[src/design/srf_pkg.sv]
// shared types and constants for the spectral rolloff frame block
package srf_pkg;

  localparam int unsigned MAX_BINS  = 2048;
  localparam int unsigned MAG_W     = 24;
  localparam int unsigned BIN_W     = $clog2(MAX_BINS);
  localparam int unsigned CNT_W     = BIN_W + 1;
  localparam int unsigned TOTAL_W   = MAG_W + BIN_W;
  localparam int unsigned FRAC_W    = 16;
  localparam int unsigned STEP_W    = 32;
  localparam int unsigned GOAL_W    = FRAC_W + TOTAL_W;
  localparam int unsigned PROD_W    = BIN_W + STEP_W;
  localparam int unsigned FREQ_W    = 63;
  localparam int unsigned CFG_IDX_W = 1;
  localparam int unsigned CFG_W     = 32;

  localparam logic [FRAC_W-1:0] ROLL_FRACTION_RST = 16'd55705;
  localparam logic [STEP_W-1:0] BIN_STEP_HZ_RST   = 32'd1411200;

  localparam logic [CFG_IDX_W-1:0] REG_ROLL_FRACTION = 1'd0;
  localparam logic [CFG_IDX_W-1:0] REG_BIN_STEP_HZ   = 1'd1;

  typedef enum logic [2:0] {
    ST_LOAD,
    ST_GOAL,
    ST_SCAN,
    ST_FREQ,
    ST_PUSH
  } srf_state_e;

  typedef struct packed {
    logic accept;
    logic goal_en;
    logic scan_en;
    logic freq_en;
    logic push;
  } srf_cmd_t;

  typedef struct packed {
    logic hit;
    logic out_free;
  } srf_sts_t;

endpackage

[src/design/srf_ctrl.sv]
// controller state machine sequencing frame load, scan and result transfer
module srf_ctrl import srf_pkg::*; (
  input  logic     clk_i,
  input  logic     rst_ni,
  input  logic     in_valid_i,
  input  logic     in_last_i,
  output logic     in_ready_o,
  input  srf_sts_t sts_i,
  output srf_cmd_t cmd_o
);

  srf_state_e state_q, state_d;

  always_ff @(posedge clk_i or negedge rst_ni) begin
    if (!rst_ni) begin
      state_q <= ST_LOAD;
    end else begin
      state_q <= state_d;
    end
  end

  always_comb begin
    state_d    = state_q;
    in_ready_o = 1'b0;
    cmd_o      = '0;
    case (state_q)
      ST_LOAD: begin
        in_ready_o   = 1'b1;
        cmd_o.accept = in_valid_i;
        if (in_valid_i && in_last_i) begin
          state_d = ST_GOAL;
        end
      end
      ST_GOAL: begin
        cmd_o.goal_en = 1'b1;
        state_d       = ST_SCAN;
      end
      ST_SCAN: begin
        cmd_o.scan_en = 1'b1;
        if (sts_i.hit) begin
          state_d = ST_FREQ;
        end
      end
      ST_FREQ: begin
        cmd_o.freq_en = 1'b1;
        state_d       = ST_PUSH;
      end
      ST_PUSH: begin
        if (sts_i.out_free) begin
          cmd_o.push = 1'b1;
          state_d    = ST_LOAD;
        end
      end
      default: begin
        state_d = ST_LOAD;
      end
    endcase
  end

endmodule

[config.mk]
export PLATFORM = sky130hd
export DESIGN_NAME = srf_ctrl
export DESIGN_NICKNAME = d
export VERILOG_FILES = /design/src/design/srf_pkg.sv /design/src/design/srf_ctrl.sv
export SDC_FILE = /design/constraint.sdc
export NUM_CORES = 1
export LEC_CHECK = 0
export ABC_AREA = 1
export BUFFER_PORTS_ARGS = -buffer_cell sky130_fd_sc_hd__buf_2
export CORE_AREA = 2 2 39 41
export CTS_CLUSTER_DIAMETER = 80
export DETAILED_ROUTE_END_ITERATION = 8
export DIE_AREA = 0 0 41 43
export GPL_TIMING_DRIVEN = 0
export PLACE_DENSITY = 0.37
export SLEW_MARGIN = 30
export SYNTH_ARGS = -nofsm -noshare
export SYNTH_HDL_FRONTEND = slang
export SYNTH_SLANG_ARGS = --single-unit
export TNS_END_PERCENT = 5
[constraint.sdc]
create_clock -name clk_i -period 1.23 [get_ports clk_i]
set_input_delay 0.3075 -clock clk_i [delete_from_list [all_inputs] [get_ports clk_i]]
set_output_delay 0.3075 -clock clk_i [all_outputs]
set_load 0.02 [all_outputs]
==> flow_summary_export.csv <==
group,metric,value,unit
placed_design,io_buffers,11,
clocking,worstSkewPairLatency,0.23,ns
clocking,tritoncts,"yes",
power_and_ir_drop,p_leak,0.000206,uW
worst_setup_path,required,0.92,ns
route,drt_iter0_drc,3,
power_and_ir_drop,comb_power_share,0.643,
synth,ys_seq_area_frac,0.380,
timing,tightest_slew,0.182,ns
cells_and_area,largest_reg_flops,3,
timing,finalSetupViolCount,6,
timing,setup_slack,-0.259,ns
power_and_ir_drop,seqPwrFrac,0.197,
cells_and_area,largestRegisters,"state_q x3",
worst_setup_path,reg2reg_to,"state_q[0]",
timing,relSlewSlack,0.878,
timing,whs,0.396,ns
synth,yosys_warnings,0,
timing,skew,0.000611,ns
clocking,root_buffer,"clkbuf_4",
worst_hold_path,hp-class,"primary input to async pin",
cells_and_area,mostFrequentLayoutCells,"buf_4 (7), buf_2 (5), nand2_1 (4), inv_1 (4)",
route,vias,237,
route,route.detailed.drc,0,
timing,drv_slew,0,
worst_setup_path,crit-reg2reg-launch,"state_q[1]",
grt,track_usage,0.0873,
route,wirelength,527,um
outcome,status,"finished, violations left",
placed_design,globalplace.congestion,0.656,
clocking,clock_sinks,3,
power_and_ir_drop,p_switching,492,uW
worst_setup_path,r2r_slack,0.18,ns
floorplanning,coreArea,1380,um^2
synth,syn_nets,34,
clocking,h-tree-depth,1,
worst_setup_path,r2r.worst_path.cells,6,
grt,overflow,0,
cells_and_area,areaGrowthSynthToFinish,92.4,%
power_and_ir_drop,p_int,598,uW
placed_design,dp.cells,55,
cells_and_area,stdcell_count,62,
timing,final.period_utilization,1.21,
floorplanning,dieArea,1760,um^2
power_and_ir_drop,powerDensity,2870,nW/um^2
route,wl_per_cell,8.50,um
power_and_ir_drop,peakVddDrop,0.804,mV
route,routed_via_density,3.82,
timing,hold_viol_final,0,
grt,grt_pass1_vias,226,
worst_setup_path,cp_slowest_stage_delay,0.45,ns
route,dr.pass1.iters,2,
cells_and_area,mostFrequentLayoutCell,"buf_4",
cells_and_area,diodes,0,
worst_setup_path,worst-setup-path-type,"flip-flop to output pin",
cells_and_area,nets,53,
synth,ys_types,12,
placed_design,hpwl,373,um
synth,synthesis.area,198,um^2
worst_setup_path,path_max_fanout,5,
power_and_ir_drop,power_frac_clock,0.160,
clocking,clkTransAtPathRegs,0.04,ns
floorplanning,ioPinCount,12,
cells_and_area,final_layout_size_suffix_gt1_frac,0.565,
synth,syn_area_per_cell,7.06,um^2
route,ant_nets,0,
worst_setup_path,cpMostUsedCell,"buf_4",
floorplanning,die_h,43,um
timing,max_freq,671,MHz
worst_setup_path,startpoint_type,"flip-flop",
worst_setup_path,critPathBufInv,4,
run,cap_viol_max_count,0,
outcome,violations,"negative setup slack",
floorplanning,die_w,41,um
power_and_ir_drop,switching_share,0.451,
clocking,cts_buffer_depth,2,
timing,rsz0062_at_grt,"yes",
power_and_ir_drop,post-layout-total-power,1090,uW
worst_setup_path,path_cells,"buf_4 > nand3_2 > inv_1 > buf_4 > buf_6",
worst_setup_path,cp_top_family,"flip-flops",
grt,grt_pass1_wl,938,um
grt,grt_max_degree,9,
cells_and_area,regMostFlops,"state_q",
clocking,cts_inserted_buffers,3,
synth,synthCells,28,
synth,synth_seq_cells,3,
worst_setup_path,cp_slowest_cell,"dfrtp_2",
floorplanning,num_rows,14,
worst_setup_path,worstSetupPathDepth,5,
worst_setup_path,cp-end-kind,"output pin",
timing,fin_crit,1.49,ns
worst_setup_path,crit_arrival,1.18,ns
grt,antenna_found_initial,0,
floorplanning,start_util,0.143,
synthesized netlist by cell type:
| library cell | number | area [um^2] |
|---|---|---|
| dfrtp_1 | 3 | 75.1 |
| nand3b_1 | 1 | 7.51 |
| nand2_1 | 4 | 15.0 |
| and3_1 | 1 | 6.26 |
| o21ai_0 | 1 | 5.00 |
| nor2_2 | 1 | 6.26 |
| inv_1 | 6 | 22.5 |
| buf_4 | 1 | 7.51 |
| nand3_1 | 4 | 20.0 |
| nor2_1 | 4 | 15.0 |
| nor4_1 | 1 | 6.26 |
| buf_6 | 1 | 11.3 |
worst reg2reg max path, delay by kind of cell (launching register included):
kind          cells  cell delay [ns]
buf+inv           2             0.27
flops             1             0.36
simple gates      4             0.31
kinds of logic after synthesis:
family / after synthesis / share of synthesized area
buffers and inverters: 8 / 0.209
AO/OA/AOI/OAI: 1 / 0.0253
flip-flops: 3 / 0.380
AND/OR/NAND/NOR: 16 / 0.386
repair_timing:
| action | in CTS | in global routing |
|---|---|---|
| hold buffers | 1 | 0 |
| setup buffers | 1 | 1 |
| setup endpoints to repair | 6 | 6 |
| pin swaps | 3 | 4 |
| resized for setup | 11 | 4 |
| hold endpoints to repair | 3 | 0 |
per-stage QoR:
step	setup slack, ns	area, um^2	setup TNS [ns]	utilization
finish	-0.259	380	-1.34	0.275
global route	-0.309	380	-1.69	0.275
CTS	-0.232	362	-1.24	0.261
detailed placement	-0.0735	288	-0.206	0.208
global placement	-0.0768	288	-0.204	0.208
floorplan	-0.0298	213	-0.0298	-
routing by layer:
metal / vias up / part of all wire / global-route usage
li1: 122 / - / -
met1: 105 / 0.42 / 0.103
met2: 10 / 0.49 / 0.106
met3: 0 / 0.089 / 0.0314
met4: 0 / 0 / 0.100
met5: - / 0 / 0
worst max path at each step:
stage                       endpoint       start  slack [ns]
after floorplan           in_ready_o  state_q[0]       -0.03
after global placement      cmd_o[4]  state_q[0]       -0.08
after detailed placement  in_ready_o  state_q[0]       -0.07
after CTS                 in_ready_o  state_q[0]       -0.23
after global routing        cmd_o[4]  state_q[0]       -0.31
final                       cmd_o[1]  state_q[0]       -0.26
power by group through the flow:
stage | sequential [uW] | clock (uW) | combinational (uW)
floorplan | 192 | 0 | 399
global placement | 199 | 0 | 540
detailed placement | 199 | 0 | 538
CTS | 216 | 183 | 644
global route | 224 | 193 | 767
finish | 214 | 174 | 701
layout make-up:
cell class	count	area (um^2)
clock buffers	4	26.3
multi-input cells	17	114
fillers	165	1000
well taps	16	20.0
repair buffers	14	103
flip-flops and latches	3	76.3
inverters	6	22.5
plain buffers	2	18.8
No activity file was read; power rests on OpenSTA's default activity.
